<file path="src/rtl/gvg_pkg.sv">
// Types, codes and constants of the grid variance ground classifier.
package gvg_pkg;

    // Grid size defaults
    localparam int MAX_ROWS_DEF = 256;
    localparam int MAX_COLS_DEF = 256;

    // Field widths
    localparam int COORD_W    = 16;
    localparam int CSIZE_W    = 15;
    localparam int THR_W      = 32;
    localparam int CFG_IDX_W  = 3;
    localparam int CFG_DATA_W = 32;
    localparam int CNT_W      = 16;
    localparam int ZSUM_W     = 32;
    localparam int ZSQ_W      = 48;

    // Item kinds
    localparam logic [1:0] KIND_ACC  = 2'd0;
    localparam logic [1:0] KIND_CLS  = 2'd1;
    localparam logic [1:0] KIND_CLR  = 2'd2;

    // Result status codes
    localparam logic [2:0] STATUS_ACCUMULATED = 3'd0;
    localparam logic [2:0] STATUS_DROPPED     = 3'd1;
    localparam logic [2:0] STATUS_GROUND      = 3'd2;
    localparam logic [2:0] STATUS_NOT_GROUND  = 3'd3;
    localparam logic [2:0] STATUS_CLEARED     = 3'd4;

    // Configuration register indexes
    localparam logic [CFG_IDX_W-1:0] CFG_MIN_X      = 3'd0;
    localparam logic [CFG_IDX_W-1:0] CFG_MAX_X      = 3'd1;
    localparam logic [CFG_IDX_W-1:0] CFG_MIN_Y      = 3'd2;
    localparam logic [CFG_IDX_W-1:0] CFG_MAX_Y      = 3'd3;
    localparam logic [CFG_IDX_W-1:0] CFG_CLIP_EN    = 3'd4;
    localparam logic [CFG_IDX_W-1:0] CFG_MAX_HEIGHT = 3'd5;
    localparam logic [CFG_IDX_W-1:0] CFG_CELL_SIZE  = 3'd6;
    localparam logic [CFG_IDX_W-1:0] CFG_THRESHOLD  = 3'd7;

    // Configuration reset values
    localparam logic signed [COORD_W-1:0] MIN_X_RST      = -16'sd5000;
    localparam logic signed [COORD_W-1:0] MAX_X_RST      = 16'sd20000;
    localparam logic signed [COORD_W-1:0] MIN_Y_RST      = -16'sd10000;
    localparam logic signed [COORD_W-1:0] MAX_Y_RST      = 16'sd10000;
    localparam logic                      CLIP_EN_RST    = 1'b1;
    localparam logic signed [COORD_W-1:0] MAX_HEIGHT_RST = 16'sd1000;
    localparam logic [CSIZE_W-1:0]        CELL_SIZE_RST  = 15'd100;
    localparam logic [THR_W-1:0]          THRESHOLD_RST  = 32'd300000;

    // Lower z limit of the height band
    localparam logic signed [COORD_W-1:0] Z_FLOOR = -16'sd2000;

    // Saturation point of a cell's count
    localparam logic [CNT_W-1:0] COUNT_MAX = 16'hFFFF;

    // Input item
    typedef struct packed {
        logic [1:0]                kind;
        logic signed [COORD_W-1:0] point_x;
        logic signed [COORD_W-1:0] point_y;
        logic signed [COORD_W-1:0] point_z;
    } cmd_t;

    // Result item
    typedef struct packed {
        logic [2:0] status;
        logic [7:0] cell_row;
        logic [7:0] cell_col;
    } result_t;

    // One grid cell as kept in the cell memory
    typedef struct packed {
        logic [CNT_W-1:0]         count;
        logic signed [ZSUM_W-1:0] zsum;
        logic [ZSQ_W-1:0]         zsq;
    } cell_t;

    // Divider result
    typedef struct packed {
        logic                done;
        logic [COORD_W-1:0]  quot;
        logic [CSIZE_W-1:0]  rem;
    } div_res_t;

    // Variance test result
    typedef struct packed {
        logic done;
        logic ground;
    } var_res_t;

endpackage

</file>
<file path="src/rtl/gvg_variance.sv">
// Cell variance test n*sumsq - sum^2 < threshold*n^2 on one shared multiplier.
module gvg_variance
    import gvg_pkg::*;
(
    input  logic             clk,
    input  logic             rst_n,
    input  logic             start,
    input  cell_t            cell_in,
    input  logic [THR_W-1:0] threshold,
    output var_res_t         res
);

    localparam logic [2:0] STEP_NN   = 3'd0;
    localparam logic [2:0] STEP_SS   = 3'd1;
    localparam logic [2:0] STEP_NQLO = 3'd2;
    localparam logic [2:0] STEP_NQHI = 3'd3;
    localparam logic [2:0] STEP_TN2  = 3'd4;
    localparam logic [2:0] STEP_SUB  = 3'd5;
    localparam logic [2:0] STEP_CMP  = 3'd6;
    localparam int HALF_W = ZSQ_W / 2;

    logic               running_reg;
    logic [2:0]         step_reg;
    logic               done_reg;
    logic               ground_reg;
    logic [CNT_W-1:0]   n_reg;
    logic [ZSUM_W-1:0]  mag_reg;
    logic [ZSQ_W-1:0]   zsq_reg;
    logic [31:0]        n2_reg;
    logic [63:0]        sq_reg;
    logic [63:0]        acc_reg;
    logic [63:0]        prod_reg;

    logic [31:0]        a_op;
    logic [31:0]        b_op;
    logic               mul_en;
    logic [ZSUM_W-1:0]  zsum_u;

    assign zsum_u = cell_in.zsum;

    // Multiplier operand selection per step
    always_comb
    begin
        a_op   = '0;
        b_op   = '0;
        mul_en = running_reg;
        unique case (step_reg)
            STEP_NN:
            begin
                a_op = {16'd0, n_reg};
                b_op = {16'd0, n_reg};
            end
            STEP_SS:
            begin
                a_op = mag_reg;
                b_op = mag_reg;
            end
            STEP_NQLO:
            begin
                a_op = {16'd0, n_reg};
                b_op = {8'd0, zsq_reg[HALF_W-1:0]};
            end
            STEP_NQHI:
            begin
                a_op = {16'd0, n_reg};
                b_op = {8'd0, zsq_reg[ZSQ_W-1:HALF_W]};
            end
            STEP_TN2:
            begin
                a_op = threshold;
                b_op = n2_reg;
            end
            default:
            begin
                mul_en = 1'b0;
            end
        endcase
    end

    // Sequencer control
    always_ff @(posedge clk or negedge rst_n)
    begin
        if (!rst_n)
        begin
            running_reg <= 1'b0;
            step_reg    <= STEP_NN;
            done_reg    <= 1'b0;
        end
        else
        begin
            done_reg <= 1'b0;
            if (start)
            begin
                running_reg <= 1'b1;
                step_reg    <= STEP_NN;
            end
            else if (running_reg)
            begin
                step_reg <= step_reg + 3'd1;
                if (step_reg == STEP_CMP)
                begin
                    running_reg <= 1'b0;
                    done_reg    <= 1'b1;
                end
            end
        end
    end

    // Datapath
    always_ff @(posedge clk)
    begin
        if (start)
        begin
            n_reg   <= cell_in.count;
            zsq_reg <= cell_in.zsq;
            mag_reg <= zsum_u[ZSUM_W-1] ? (~zsum_u + 1'b1) : zsum_u;
        end
        if (mul_en)
        begin
            prod_reg <= a_op * b_op;
        end
        if (running_reg)
        begin
            unique case (step_reg)
                STEP_SS:   n2_reg  <= prod_reg[31:0];
                STEP_NQLO: sq_reg  <= prod_reg;
                STEP_NQHI: acc_reg <= prod_reg;
                STEP_TN2:  acc_reg <= acc_reg + {prod_reg[63-HALF_W:0], {HALF_W{1'b0}}};
                STEP_SUB:  acc_reg <= acc_reg - sq_reg;
                STEP_CMP:  ground_reg <= acc_reg < prod_reg;
                default:   ;
            endcase
        end
    end

    assign res.done   = done_reg;
    assign res.ground = ground_reg;

endmodule

</file>
<file path="config.mk">
export PLATFORM = sky130hd
export DESIGN_NAME = gvg_variance
export DESIGN_NICKNAME = d
export VERILOG_FILES = /design/src/rtl/gvg_pkg.sv /design/src/rtl/gvg_variance.sv
export SDC_FILE = /design/constraint.sdc
export NUM_CORES = 2
export LEC_CHECK = 0
export BUFFER_PORTS_ARGS = -buffer_cell sky130_fd_sc_hd__clkbuf_2
export CAP_MARGIN = 20
export CORE_MARGIN = 5
export CORE_UTILIZATION = 65
export DETAILED_ROUTE_END_ITERATION = 16
export PLACE_DENSITY = 0.82
export SYNTH_ARGS = -nofsm -noshare
export SYNTH_HDL_FRONTEND = slang
export SYNTH_SLANG_ARGS = --single-unit
</file>
<file path="constraint.sdc">
create_clock -name clk -period 28.5 [get_ports clk]
set_input_delay 5.7 -clock clk [delete_from_list [all_inputs] [get_ports clk]]
set_output_delay 5.7 -clock clk [all_outputs]
set_load 0.02 [all_outputs]
</file>
; Yosys cells after proc, flatten, opt, wreduce, memory -nomap -nowiden
; Cells that the tools add are included.
[op_classes]
multipliers = 1
addsub = 4
n_reduce_logical = 9
bitwise_logic = 1
order_cmp = 1
mux = 13
n_eq_ne = 6
[ops]
columns = cell, n
row1 = case mux 64 bit (3 select lines), 1
row2 = case mux 32 bit (5 select lines), 1
row3 = case mux 32 bit (3 select lines), 1
row4 = adder 64 bit, 1
row5 = less-than comparator 64 bit, 1
row6 = multiplier 32 x 32 -> 64 bit, 1
row7 = subtractor 64 bit, 1
row8 = adder 32 x 1 -> 32 bit (second input constant), 1
row9 = inverter 32 bit, 1
row10 = two-way mux 31 bit, 1
row11 = == test 3 bit (second input constant), 3
row12 = AND reduction 2 bit, 4
row13 = two-way mux 1 bit, 7
row14 = == test 3 x 2 -> 1 bit (second input constant), 2
row15 = two-way mux 3 bit, 2
row16 = OR reduction 5 bit, 1
row17 = adder 3 x 1 -> 3 bit (second input constant), 1
row18 = == test 3 x 1 -> 1 bit (second input constant), 1
row19 = zero test 3 bit, 1
row20 = nonzero test 3 bit, 1
row21 = OR reduction 3 bit, 1
row22 = nonzero test 2 bit, 1
[word_totals]
word_cells = 47
ff_bits = 326
in_bits = 131
out_inout_bits = 2

; Logic depth before layout (Yosys ltp)
[depth]
depth_word = 4
ltp_mapped = 40
depth_no_buf = 33

; Least setup slack after synthesis
; Ideal clock, no wire load.
[synth_timing]
path_type = in2reg
from = input threshold[24]
to = register prod_reg[49] (data pin)
setup_time_ns = 0.264
required_time_ns = 28.236
arrival_time_ns = 12.850
path_buffers = 2
path_stages = 28
slack_ns = 15.386
path_cell_list = a22o_1 -> and2_1 -> clkbuf_1 -> clkbuf_1 -> nand2_1 -> fa_1 -> inv_1 -> fa_1 -> inv_1 -> fa_1 -> inv_1 -> fa_1 -> fa_1 -> fa_1 -> fa_1 -> inv_1 -> fa_1 -> inv_1 -> ha_1 -> a21o_1 -> a21o_1 -> a21oi_1 -> o21ai_0 -> a221o_1 -> a221oi_1 -> o21ai_1 -> a221oi_1 -> xnor2_1
[synth_via]
elab_chain_len = 2
[synth_lines]
columns = element, line
row1 = "start, declared", gvg_variance.sv:9  ; input logic [THR_W-1:0] threshold,
row2 = case mux 32 bit (3 select lines), gvg_variance.sv:47  ; unique case (step_reg)
row3 = multiplier 32 x 32 -> 64 bit, gvg_variance.sv:120  ; prod_reg <= a_op * b_op;
row4 = "end signal, assigned", gvg_variance.sv:120
row5 = "end, declared", gvg_variance.sv:32  ; logic [63:0] prod_reg;
; Every way passes these cells.
; A chain may end at the register's enable or synchronous reset.

; Worst setup path in the final report
[layout_timing]
from = input threshold[16]
to = register prod_reg[57] (data pin)
; Same word-level chain as after synthesis.

==> qor.yml <==
outcome:
  run_status: "finished clean"
critical_path:
  startpoint_type: "input port"
  reg2reg_slack_ns: 16.37
  worst_r2r_path_depth: 31
  r2r-start: "step_reg[0]"
  cp-end-kind: "register"
  cp.arrival_ns: 14.50
  critPathKind: "input port to register"
  crit_fanout: 13
  crit_required_ns: 28.81
  reg2reg_to: "prod_reg[57]"
clocking:
  cts_sinks: 326
  clk_latency_ns: 0.61
  cts_buffer_depth: 3
  cts_setup_buffers: 0
  path_clk_slew_ns: 0.06
  ctsHoldBuffers: 0
  cts_buffers: 40
  clk_root_buffer_cell: "clkbuf_16"
  post_cts_resize_count: 0
  cts_tree: "done"
  cts_max_level: 2
timing:
  hold_viol_final: 0
  worst_pin_slew_ns: 1.24
  slew_headroom_pct: 17.2
  setup_violations: 0
  drv_slew: 0
  finalCritPeriodShare_pct: 49.8
  skew_ns: 0.0696
  period_minus_slack_ns: 14.19
  fin_ws_ns: 14.31
  final.setup.tns_ns: 0
  rsz0062_at_grt: "no"
  max_freq_ghz: 0.0705
die:
  core_um2: 80400
  die_y_um: 294
  rows: 104
  fp.dieArea_um2: 86600
  die_w_um: 294
  io_pins: 133
  start_util_pct: 65.4
logic_synthesis:
  yosys_warnings: 0
  ys_seq_area_share_pct: 18.6
  synthArstFlopShare_pct: 1.53
  synth-main-ff-cell: "edfxtp_1"
  synth_top_cells_by_area: "fa_1 (34%), edfxtp_1 (18%), ha_1 (10%)"
  synth_cell_types: 75
  synth_cells: 5697
  syn_area_um2: 52600
  synth_edf_count: 321
  netlist.area_leader.share_pct: 34.2
  synth_nets: 7160
  yosysTopAreaCell: "fa_1"
  avgSynthCellArea_um2: 9.22
  ys_seq_elements: 326
cells_and_area:
  area_growth_pct: 6.24
  drive_gt1_share_pct: 5.96
  fillers: 6236
  layout.nets: 7153
global_route:
  grt_pass1_wl_um: 268000
  grt_start_max_net_pins: 65
  grt_pass1_vias: 44577
  track_usage_pct: 41.3
  overflow: 0
  antenna_found_initial: 2
placement:
  post-place-ws_ns: 13.98
  io_buffers: 132
  dp_hpwl_um: 139000
  gp_congestion: 1.01
routing:
  drtPass1Iterations: 8
  wl_per_cell_um: 26.4
  drt-total-wl_um: 179000
  wl_met3_um: 25100
  top_layer: "met4"
  drt_iter0_drc: 5259
  vias: 43598
  drc: 0
  ant_nets: 0
  wl_met2_um: 77300
  m1WireLength_um: 62500
  vias_per_cell: 6.43
hold_path:
  holdPathEnd: "sq_reg[56]"
  hp-class: "register to register"
  hold_depth: 0
  hold_start: "prod_reg[56]"
run:
  maxCapViolCount: 0
critical path, stage by stage:
cell and delay [ns]:
clkbuf_2 0.09, a22o_1 0.24, and2_1 0.84, nand2_1 0.18, fa_1 0.55, inv_1 0.05, fa_1 0.52, inv_1 0.05
fa_1 0.46, fa_1 0.57, inv_1 0.06, fa_1 0.56, fa_1 0.43, fa_1 0.51, fa_1 0.41, ha_1 0.48
nand2_1 0.12, nor3_1 0.28, nand4_1 0.13, o211ai_1 0.11, a31oi_1 0.17, o31ai_1 0.94, a31oi_1 0.32, o21ai_0 0.40
mux2i_1 0.25, a211oi_1 0.07
how the worst max path moves through the flow:
| stage | slack [ns] | to | cells after the start | start |
|---|---|---|---|---|
| 2_1_floorplan | 15.39 | prod_reg[49] | 28 | threshold[24] |
| 3_3_place_gp | 14.07 | prod_reg[57] | 26 | threshold[16] |
| 3_5_place_dp | 13.98 | prod_reg[57] | 26 | threshold[16] |
| 4_1_cts | 14.54 | prod_reg[57] | 26 | threshold[16] |
| 5_1_grt | 13.93 | prod_reg[57] | 26 | threshold[16] |
| 6_report | 14.31 | prod_reg[57] | 26 | threshold[16] |
cells by family (layout without fill, tap and decap cells):
logic type,after synthesis,count (layout),share of synthesized area (%)
muxes,6,6,0.114
adders and majority gates,1332,1332,44.5
DFF,326,326,18.6
other,0,2,0
and+or+nand+nor,1680,1680,13.6
xor gates and xnor gates,177,177,2.95
buffers and inverters,1320,1344,9.45
AOI/OAI and AO/OA,856,856,10.8
Yosys cell counts (6+ instances only):
library cell     n
and3_1          18
edfxtp_1       321
a21o_1         124
nand2b_1        37
nor4_1          12
o31ai_1         24
nand3_1         63
nor2_1         649
a2111oi_0        6
and2_1          41
o221ai_1        12
a31oi_1         39
nand4_1         58
clkbuf_1       260
a22oi_1         53
or2_2            9
or3_1           16
a21boi_0        12
a211oi_1        25
nor3_1          28
o22ai_1          8
a221oi_1        20
fa_1           898
o21a_1          26
a222oi_1         8
buf_1           22
o21bai_1        27
o21ai_1          7
a21oi_1        194
a22o_1          36
and4_1           9
xor2_1          58
or4_1            7
o211ai_1        11
nor2b_1         29
inv_1         1032
ha_1           434
o21ai_0        169
mux2i_1          6
xnor2_1        119
nand2_1        686
a41oi_1          7
a221o_1         12
per-stage QoR:
| stage | instances | util, % | area, um2 | hold WS, ns |
|---|---|---|---|---|
| after global routing | 6782 | 69.4 | 55800 | 0.516 |
| after detailed placement | 6701 | 67.6 | 54300 | 0.479 |
| after floorplan | 5697 | - | 52600 | 0.450 |
| after global placement | 6700 | 67.6 | 54300 | 0.485 |
| after CTS | 6774 | 69.2 | 55700 | 0.511 |
| final | 6783 | 69.4 | 55800 | 0.514 |
per-layer routing:
metal | global-route usage (%) | vias up
li1 | - | 18217
met1 | 53.2 | 21326
met2 | 62.1 | 3278
met3 | 12.2 | 777
met4 | 25.5 | 0
met5 | 0 | -
layout make-up:
type                       count  area (um2)  area share (%)
timing repair buffer         239        1580            2.82
sequential                   326        9760            17.5
antenna                        2        5.00         0.00896
clock inverter                20         236           0.424
multi-input combinational   4051       38000            68.0
clock buffer                  53        1090            1.95
inverter                    1032        3870            6.94
tap                         1060        1330            2.38
cells in the final DEF, fill, tap and decap left out, types with 124 or more instances in the layout:
cell type and count:
a21o_1 124, clkbuf_2 131, o21ai_0 169, edfxtp_1 321, nand2_1 685, nor2_1 648, fa_1 898, a21oi_1 194
inv_1 1032, ha_1 434
Power is left out: the tool's default activity adds up to more than one toggle a clock period on the data nets, which glitch-free logic cannot reach.
