==> src/rtl/gvg_pkg.sv <==
// Types, codes and constants of the grid variance ground classifier.
package gvg_pkg;

    // Grid size defaults
    localparam int MAX_ROWS_DEF = 256;
    localparam int MAX_COLS_DEF = 256;

    // Field widths
    localparam int COORD_W    = 16;
    localparam int CSIZE_W    = 15;
    localparam int THR_W      = 32;
    localparam int CFG_IDX_W  = 3;
    localparam int CFG_DATA_W = 32;
    localparam int CNT_W      = 16;
    localparam int ZSUM_W     = 32;
    localparam int ZSQ_W      = 48;

    // Item kinds
    localparam logic [1:0] KIND_ACC  = 2'd0;
    localparam logic [1:0] KIND_CLS  = 2'd1;
    localparam logic [1:0] KIND_CLR  = 2'd2;

    // Result status codes
    localparam logic [2:0] STATUS_ACCUMULATED = 3'd0;
    localparam logic [2:0] STATUS_DROPPED     = 3'd1;
    localparam logic [2:0] STATUS_GROUND      = 3'd2;
    localparam logic [2:0] STATUS_NOT_GROUND  = 3'd3;
    localparam logic [2:0] STATUS_CLEARED     = 3'd4;

    // Configuration register indexes
    localparam logic [CFG_IDX_W-1:0] CFG_MIN_X      = 3'd0;
    localparam logic [CFG_IDX_W-1:0] CFG_MAX_X      = 3'd1;
    localparam logic [CFG_IDX_W-1:0] CFG_MIN_Y      = 3'd2;
    localparam logic [CFG_IDX_W-1:0] CFG_MAX_Y      = 3'd3;
    localparam logic [CFG_IDX_W-1:0] CFG_CLIP_EN    = 3'd4;
    localparam logic [CFG_IDX_W-1:0] CFG_MAX_HEIGHT = 3'd5;
    localparam logic [CFG_IDX_W-1:0] CFG_CELL_SIZE  = 3'd6;
    localparam logic [CFG_IDX_W-1:0] CFG_THRESHOLD  = 3'd7;

    // Configuration reset values
    localparam logic signed [COORD_W-1:0] MIN_X_RST      = -16'sd5000;
    localparam logic signed [COORD_W-1:0] MAX_X_RST      = 16'sd20000;
    localparam logic signed [COORD_W-1:0] MIN_Y_RST      = -16'sd10000;
    localparam logic signed [COORD_W-1:0] MAX_Y_RST      = 16'sd10000;
    localparam logic                      CLIP_EN_RST    = 1'b1;
    localparam logic signed [COORD_W-1:0] MAX_HEIGHT_RST = 16'sd1000;
    localparam logic [CSIZE_W-1:0]        CELL_SIZE_RST  = 15'd100;
    localparam logic [THR_W-1:0]          THRESHOLD_RST  = 32'd300000;

    // Lower z limit of the height band
    localparam logic signed [COORD_W-1:0] Z_FLOOR = -16'sd2000;

    // Saturation point of a cell's count
    localparam logic [CNT_W-1:0] COUNT_MAX = 16'hFFFF;

    // Input item
    typedef struct packed {
        logic [1:0]                kind;
        logic signed [COORD_W-1:0] point_x;
        logic signed [COORD_W-1:0] point_y;
        logic signed [COORD_W-1:0] point_z;
    } cmd_t;

    // Result item
    typedef struct packed {
        logic [2:0] status;
        logic [7:0] cell_row;
        logic [7:0] cell_col;
    } result_t;

    // One grid cell as kept in the cell memory
    typedef struct packed {
        logic [CNT_W-1:0]         count;
        logic signed [ZSUM_W-1:0] zsum;
        logic [ZSQ_W-1:0]         zsq;
    } cell_t;

    // Divider result
    typedef struct packed {
        logic                done;
        logic [COORD_W-1:0]  quot;
        logic [CSIZE_W-1:0]  rem;
    } div_res_t;

    // Variance test result
    typedef struct packed {
        logic done;
        logic ground;
    } var_res_t;

endpackage

==> src/rtl/gvg_divider.sv <==
// Restoring divider, one quotient bit per cycle, for the grid cell index.
module gvg_divider
    import gvg_pkg::*;
(
    input  logic               clk,
    input  logic               rst_n,
    input  logic               start,
    input  logic [COORD_W-1:0] dividend,
    input  logic [CSIZE_W-1:0] divisor,
    output div_res_t           res
);

    localparam int CNT_BITS = $clog2(COORD_W);
    localparam logic [CNT_BITS-1:0] CNT_LAST = CNT_BITS'(COORD_W - 1);

    logic                running_reg;
    logic                done_reg;
    logic [CNT_BITS-1:0] cnt_reg;
    logic [COORD_W-1:0]  dvd_reg;
    logic [CSIZE_W-1:0]  rem_reg;
    logic [CSIZE_W-1:0]  dsr_reg;

    logic [COORD_W-1:0]  rem_shift;
    logic [COORD_W:0]    trial;
    logic                q_bit;

    // Shift in the next dividend bit and try a subtract
    assign rem_shift = {rem_reg, dvd_reg[COORD_W-1]};
    assign trial     = {1'b0, rem_shift} - {2'b00, dsr_reg};
    assign q_bit     = !trial[COORD_W];

    // Control
    always_ff @(posedge clk or negedge rst_n)
    begin
        if (!rst_n)
        begin
            running_reg <= 1'b0;
            done_reg    <= 1'b0;
            cnt_reg     <= '0;
        end
        else
        begin
            done_reg <= 1'b0;
            if (start)
            begin
                running_reg <= 1'b1;
                cnt_reg     <= '0;
            end
            else if (running_reg)
            begin
                cnt_reg <= cnt_reg + 1'b1;
                if (cnt_reg == CNT_LAST)
                begin
                    running_reg <= 1'b0;
                    done_reg    <= 1'b1;
                end
            end
        end
    end

    // Datapath: dividend register collects the quotient bits
    always_ff @(posedge clk)
    begin
        if (start)
        begin
            dvd_reg <= dividend;
            rem_reg <= '0;
            dsr_reg <= divisor;
        end
        else if (running_reg)
        begin
            dvd_reg <= {dvd_reg[COORD_W-2:0], q_bit};
            rem_reg <= q_bit ? trial[CSIZE_W-1:0] : rem_shift[CSIZE_W-1:0];
        end
    end

    assign res.done = done_reg;
    assign res.quot = dvd_reg;
    assign res.rem  = rem_reg;

endmodule

==> config.mk <==
export PLATFORM = sky130hd
export DESIGN_NAME = gvg_divider
export DESIGN_NICKNAME = d
export VERILOG_FILES = /design/src/rtl/gvg_pkg.sv /design/src/rtl/gvg_divider.sv
export SDC_FILE = /design/constraint.sdc
export NUM_CORES = 1
export LEC_CHECK = 0
export BUFFER_PORTS_ARGS = -buffer_cell sky130_fd_sc_hd__buf_4
export CORE_MARGIN = 5
export CORE_UTILIZATION = 40
export DETAILED_ROUTE_END_ITERATION = 7
export PLACE_DENSITY = 0.67
export SETUP_SLACK_MARGIN = 0.5
export SYNTH_ARGS = -nofsm -noshare
export SYNTH_HDL_FRONTEND = slang
export SYNTH_SLANG_ARGS = --single-unit
==> constraint.sdc <==
create_clock -name clk -period 5.4 [get_ports clk]
set_input_delay 0.54 -clock clk [delete_from_list [all_inputs] [get_ports clk]]
set_output_delay 0.54 -clock clk [all_outputs]
set_load 0.02 [all_outputs]
Yosys cells after proc, flatten, opt, wreduce, memory -nomap -nowiden:

Index checks and enable logic that the tools add are counted.

* add/subtract/negate cells: 2
* equal/unequal tests: 1
* mux-type cells: 11
* reductions and logical operators: 2

Operator list (count)
* two-way mux 16 bit: 2
* subtractor 16 x 15 -> 17 bit: 1
* two-way mux 15 bit: 1
* two-way mux 4 bit: 2
* two-way mux 1 bit: 6
* adder 4 x 1 -> 4 bit (second input constant): 1
* == test 4 bit (second input constant): 1
* nonzero test 2 bit: 1
* logical NOT 1 bit: 1

* register bits: 52
* input bits: 34
* output and inout port bits: 32

Depth between registers and ports, before layout:

Gate-level depths: netlist of run 1.

* word-level depth: 4
* depth in mapped cells: 10
* gate-level depth less buffers: 9

Least setup slack after synthesis of run 1:

OpenSTA, ideal clock, no wires.

* path type: register -> register
* start point: reg dvd_reg[15]
* end point: reg rem_reg[3]
* setup time: 0.139 ns
* data arrival time: 2.244 ns
* slack: 3.017 ns
* stages on the path, launching flop included: 11
* path buffers: 1
* period minus slack after synthesis: 2.383 ns
* cells stage by stage: edfxtp_1 inv_1 ha_1 fa_1 nand2b_1 a21o_1 a21oi_4 a21bo_4 buf_6 mux2i_1 a211oi_1

* cells in the longest elaborated chain, start to end: 2

Ends and longest elaborated chain
* start, declared: line gvg_divider.sv:19 `logic [COORD_W-1:0] dvd_reg;`
* start signal, assigned: line gvg_divider.sv:66 `dvd_reg <= dividend;`
* start signal, assigned: line gvg_divider.sv:72 `dvd_reg <= {dvd_reg[COORD_W-2:0], q_bit};`
* subtractor 16 x 15 -> 17 bit: line gvg_divider.sv:29 `assign trial = {1'b0, rem_shift} - {2'b00, dsr_reg};`
* two-way mux 15 bit: line gvg_divider.sv:73 `rem_reg <= q_bit ? trial[CSIZE_W-1:0] : rem_shift[CSIZE_W-1:0];`
* end signal, assigned: line gvg_divider.sv:73
* end, declared: line gvg_divider.sv:20 `logic [CSIZE_W-1:0] rem_reg;`

Every way passes these cells.
A chain may end at the register's enable or synchronous reset.

Final worst setup path of run 1:

* start point: reg dvd_reg[15]
* end point: reg rem_reg[5]

Same word-level chain as after synthesis.

==> results of run 1 <==
## how the worst max path moves through the flow
stage	slack (ps)	end
2_1_floorplan	3020	rem_reg[3]
3_3_place_gp	3020	rem_reg[3]
3_5_place_dp	2960	rem_reg[5]
4_1_cts	2920	rem_reg[5]
5_1_grt	2740	rem_reg[5]
6_report	2930	rem_reg[5]
## through the flow
stage	power, mW	cells	hold WS (ps)	area [um2]
6_report	1.557	431	391.2	3570
3_3_place_gp	1.317	422	351.8	3463
5_1_grt	1.665	431	379.7	3570
3_5_place_dp	1.325	422	350.4	3463
4_1_cts	1.568	430	5.902	3560
2_1_floorplan	1.110	268	244.4	2922
## placed cells by master, fill, tap and decap left out, types with 4 or more instances in the layout
cell       n
clkbuf_8   5
dfxtp_1   15
xnor2_1    5
a21o_1     4
mux2_2    16
o21ai_0   10
mux2i_1    9
xor2_1     4
inv_1     23
nand2b_1   5
buf_4     65
edfxtp_1  31
a211o_1    4
nand2_1   15
ha_1      16
dfrtp_1    6
nor2_1    22
a21oi_1   12
a211oi_1   6
nand3_1    6
a311oi_1   4
## cells in the mapped netlist (2+ instances only)
library cell / instances / area, um2
dfxtp_1: 15 / 300.3
o31ai_1: 2 / 15.01
mux2_2: 16 / 180.2
o21a_1: 3 / 22.52
nor2_1: 22 / 82.58
a211o_1: 4 / 35.03
nand3_1: 6 / 30.03
o211ai_1: 3 / 22.52
a32oi_1: 2 / 17.52
nor3_1: 2 / 10.01
nor2b_1: 3 / 18.77
dfrtp_1: 6 / 150.1
a21oi_1: 12 / 60.06
inv_1: 23 / 86.33
a21oi_2: 2 / 17.52
buf_6: 2 / 22.52
nand2b_1: 5 / 31.28
o21ai_1: 3 / 15.01
buf_4: 2 / 15.01
a311oi_1: 4 / 35.03
a211oi_1: 6 / 45.04
o21ai_0: 10 / 50.05
a21o_1: 4 / 30.03
or3_1: 3 / 18.77
mux2i_1: 9 / 90.09
clkbuf_1: 5 / 18.77
edfxtp_1: 31 / 930.9
ha_1: 16 / 200.2
nand2_1: 15 / 56.30
o211a_1: 2 / 20.02
xnor2_1: 5 / 43.79
xor2_1: 4 / 35.03
## layer usage
metal | wire [um] | track usage (%) | up-vias
met5 | 0 | 0 | -
met4 | 60 | 3.555 | 0
met3 | 217 | 3.078 | 7
met2 | 3027 | 23.38 | 39
met1 | 2740 | 17.85 | 1031
li1 | - | - | 1105
## final cells by class
type	instances	area [um2]	area share (%)
clock buffers	5	68.82	1.928
clock inverters	3	27.53	0.7711
inverters	23	86.33	2.419
multi-input cells	183	1384	38.77
flip-flops and latches	52	1381	38.70
well taps	99	123.9	3.470
repair buffers	66	498.0	13.95
## repair_timing
item,CTS,global route
buffers inserted,0,0
endpoints found under the setup margin,0,0
hold buffers,0,1
resized for setup,0,0
endpoints found under the hold margin,0,6
## cell families (layout without fill, tap and decap cells)
family	count (synthesis)	count (layout)
AOI/OAI and AO/OA	68	68
and+or+nand+nor	64	64
DFF	52	52
buffers and inverters	33	97
muxes	25	25
adders and majority gates	17	17
xor gates and xnor gates	9	9
## where the power goes
group	switching (mW)	total (mW)	leakage [nW]	internal, mW
clock	0.146	0.241	0.0463	0.0955
combinational	0.402	0.747	1.00	0.344
sequential	0.0704	0.569	0.516	0.499
total	0.618	1.56	1.56	0.939
==> flow_summary.toml, run 1 <==
[power]
power_density_nw_per_um2 = 436.2
p_leak_nw = 1.564
vdd_drop_max_mv = 0.1977

[layout]
fin_nets = 382
final_core_util_pct = 49.75
largest_register_ffs = 16
drive_above_1_share_pct = 29.22
diodes = 0
areaGrowthSynthToFinish_pct = 22.18
nFillCells = 662

[worst_hold_path]
hold_path_class = "in2reg"
hold_depth = 1
whs_endpoint = "dsr_reg[14]"
hold_path.startpoint = "divisor[14]"

[sta]
finalMaxSlewViolations = 0
min_period_ps = 2470
rsz0062_at_grt = "false"
finalHoldViolCount = 0
clock_skew_ps = 8.775
fmax_ghz = 0.4049
finalSetupTns_ps = 0
fin_ws_ps = 2930
finalSetupViolations = 0
worstMarginPinSlew_ps = 893.6
post-route-period-util_pct = 45.74
relSlewSlack_pct = 40.43

[yosys]
synthAdderAreaFrac_pct = 7.537
synth_edf_count = 31
syn_area_um2 = 2922
muxShareOfSynthArea_pct = 9.251
synth_seq_cells = 52
yosys.area_share.simple_pct = 10.49
synth_top_family_by_area = "compound AO/OA/AOI/OAI gates"
ys_seq_area_share_pct = 47.28
synth.net_count = 319
synth_xor_area_share_pct = 2.698
synthCells = 268
async_flop_share_pct = 11.54
yosysUniqueCellTypes = 53
synth_compound_area_share_pct = 17.39
postSynthAreaPerCell_um2 = 10.90
ys.flop_type = "edfxtp_1"
synth_warnings = 0

[place]
io_buffers = 65
pre_cts_ws_ps = 2958
dp_hpwl_mm = 4.442
place_congestion = 0.8034

[detailed_routing]
wl_per_cell_um = 14.03
first_pass_iters = 4
wirelength_mm = 6.045
drt_iter0_drc = 85
drcViolationCount = 0
vias = 2182
antenna_left = 0
avgViaCountPerCell = 5.063

[worst_setup_path]
path_depth = 9
path_cells = "inv_1, ha_1, fa_1, nand2b_1, a21o_1, a21oi_4, a21bo_4, nand3_1, a311oi_1"
critPathMaxFanout = 12
path_buf_inv = 1
crit_start = "dvd_reg[15]"
worstPathArrival_ps = 2690
timing.rr.start = "dvd_reg[15]"
critical_path_class = "reg2reg"
cp_slowest_cell = "fa_1"
critPathRequiredTime_ps = 5630
reg2reg_to = "rem_reg[5]"
worst_path_largest_cell_delay_ps = 400
start_kind = "register"
cpLargestDelayFamily = "compound AO/OA/AOI/OAI gates"
worstRegToRegCells = 9
r2r_slack_ps = 2930
setup.worst_path.end_class = "register"

[clock_network]
clock_latency_ps = 320
root_buffer = "clkbuf_8"
cts_made_buffers = 5
cts_htree_levels = 2
cts_buffer_depth = 2
cts_tree = "yes"
cts.reportedPaths.clkPinSlew_ps = 110
cts_sinks = 52

[floorplanning]
io_pins = 66
start_util_pct = 40.71
coreArea_um2 = 7176
fp.dieW_um = 95.46
die-area_um2 = 9113
die_height_um = 95.46
rows = 31

[global_routing]
grt_pass1_vias = 2062
grt_util_all_layers_pct = 13.81
grt_overflow = 0
antenna_found_initial = 0
grt_start_max_net_pins = 50
grt_pass1_wl_mm = 9.832

[run]
drv_cap = 0

[run_status]
status = "completed"
No activity file was read; power rests on OpenSTA's default activity.
==> run 2: changes to the inputs <==
==> constraint.sdc (replaced) <==
create_clock -name clk -period 2.4 [get_ports clk]
set_input_delay 0.24 -clock clk [delete_from_list [all_inputs] [get_ports clk]]
set_output_delay 0.24 -clock clk [all_outputs]
set_load 0.02 [all_outputs]
==> run 2 against run 1 <==
  * Power grew to 2.5 times the previous value
  * Clock-buffer cell count rose by 1
  * Die area is the same
  * Non-clock buffer count up 21
  * First-iteration DRC count shrank 34%
  * Critical path depth grew 2
  * Combinational power grew to 2.8 times the previous value
  * Critical endpoint is now rem_reg[11]
==> flow_summary.toml, run 2 (synthesis gave the netlist of run 1 again) <==
[run_status]
status = "completed"

[clock_network]
cts.reportedPaths.clkPinSlew_ps = 90
cts_tree = "yes"
cts_htree_levels = 2
cts_made_buffers = 5
clock_latency_ps = 300
cts_sinks = 52
root_buffer = "clkbuf_8"
cts_buffer_depth = 2

[sta]
finalMaxSlewViolations = 0
fmax_ghz = 0.4415
rsz0062_at_grt = "true"
clock_skew_ps = 6.886
post-route-period-util_pct = 94.38
finalSetupViolations = 0
finalHoldViolCount = 0
worstMarginPinSlew_ps = 616.3
relSlewSlack_pct = 58.87
finalSetupTns_ps = 0
min_period_ps = 2265
worst_hold_slack_ps = 103.9

[detailed_routing]
first_pass_iters = 4
vias = 2320
drcViolationCount = 0
drt_iter0_drc = 56
antenna_left = 0
wirelength_mm = 6.892
wl_per_cell_um = 15.21
avgViaCountPerCell = 5.121

[power]
switching_power_mw = 1.523
p_leak_nw = 1.683
seq_power_share_pct = 33.2
p_int_mw = 2.382
pwr-share-comb_pct = 54.2
clockPowerShare_pct = 12.6
power_density_nw_per_um2 = 998.7
switching_share_pct = 39.01
vdd_drop_max_mv = 0.4104

[global_routing]
grt_util_all_layers_pct = 15.49
grt_start_max_net_pins = 32
grt_overflow = 0
grt_pass1_vias = 2359
grt_pass1_wl_mm = 11.07
antenna_found_initial = 0

[layout]
layoutNonFillerInstCount = 453
diodes = 0
final_cell_area_um2 = 3910
largest_register_ffs = 16
drive_above_1_share_pct = 42.09
layout_common_cells = "83 x buf_4, 31 x edfxtp_1, 22 x nor2_1"
fin_nets = 404
final_common_cell = "buf_4"
areaGrowthSynthToFinish_pct = 33.83

[worst_hold_path]
hold_path_class = "in2reg"

[floorplanning]
io_pins = 66
die-area_um2 = 9113
start_util_pct = 40.71
coreArea_um2 = 7176
die_height_um = 95.46
rows = 31
fp.dieW_um = 95.46

[run]
drv_cap = 0

[place]
postPlaceCellArea_um2 = 3532
dp_hpwl_mm = 4.783
place_congestion = 0.8649
io_buffers = 65
dp.cells = 427

[worst_setup_path]
start_kind = "register"
path_common_cell = "a21oi_4"
critPathRequiredTime_ps = 2590
critPathMaxFanout = 6
worstPathArrival_ps = 2450
path_cells = "inv_1, ha_2, fa_2, nand2b_4, a21o_4, a21oi_4, a21boi_4, buf_4, buf_6, a21oi_4, o31ai_4"
cp_slowest_cell = "edfxtp_1"
setup.worst_path.end_class = "register"
cpLargestDelayFamily = "compound AO/OA/AOI/OAI gates"
critical_path_class = "reg2reg"
path_buf_inv = 3
worst_path_largest_cell_delay_ps = 360
run 2: changes by cell type in the layout (fill, tap and decap cells not counted), moves of 3 or more:
cell and delta:
buf_4 +18, ha_1 -7, a21oi_1 -4, dfxtp_1 -4, dfxtp_2 +4, ha_4 +4, a21oi_2 +3, buf_6 +3
ha_2 +3
run 2: what timing repair did:
action	CTS	global route
hold endpoints to repair	6	0
cloned	1	0
resized for setup	19	13
setup endpoints to repair	16	16
hold buffers	1	0
pin swaps	11	7
buffers inserted	11	5
run 2: per-layer routing:
metal	vias to the layer above	global-route usage, %	part of all wire (%)	routed length [um]
met4	0	3.910	0.67	46
met3	4	4.972	6.6	456
met5	-	0	0	0
met1	1104	18.58	42	2915
met2	57	26.82	50	3473
li1	1155	-	-	-
run 2: final cells by class:
cell class                 instances  area, um2
timing repair buffer              87      666.9
multi-input combinational        184       1563
inverter                          23      86.33
clock inverter                     2      11.26
clock buffer                       6      72.57
fill                             650       3266
tap                               99      123.9
sequential                        52       1386
run 2: stage by stage:
stage	power, mW	utilization (%)	worst slack (ps)
after floorplan	2.538	-	69.72
after global placement	3.023	49.22	164.5
after detailed placement	3.042	49.22	75.01
after global routing	4.172	54.49	34.39
after CTS	3.768	53.16	184.0
final	3.905	54.49	134.9
run 2: path summary, 6_finish.rpt:
kind                        startpoint          end  slack, ps  cells past startpoint
max                        dvd_reg[15]  rem_reg[11]        130                     11
min                         divisor[4]   dsr_reg[4]        100                      1
max reg2reg                dvd_reg[15]  rem_reg[11]        130                     11
min reg2reg                 rem_reg[8]   rem_reg[8]        500                      2
max in group asynchronous        rst_n   cnt_reg[0]       2020                      2
min in group asynchronous        rst_n     done_reg        270                      2
run 2: power by group through the flow:
stage	Combinational, mW	Clock (mW)	Sequential, mW
finish	2.12	0.490	1.30
global route	2.31	0.545	1.32
detailed placement	1.74	0	1.30
global placement	1.73	0	1.30
floorplan	1.10	0	1.43
CTS	1.96	0.510	1.30
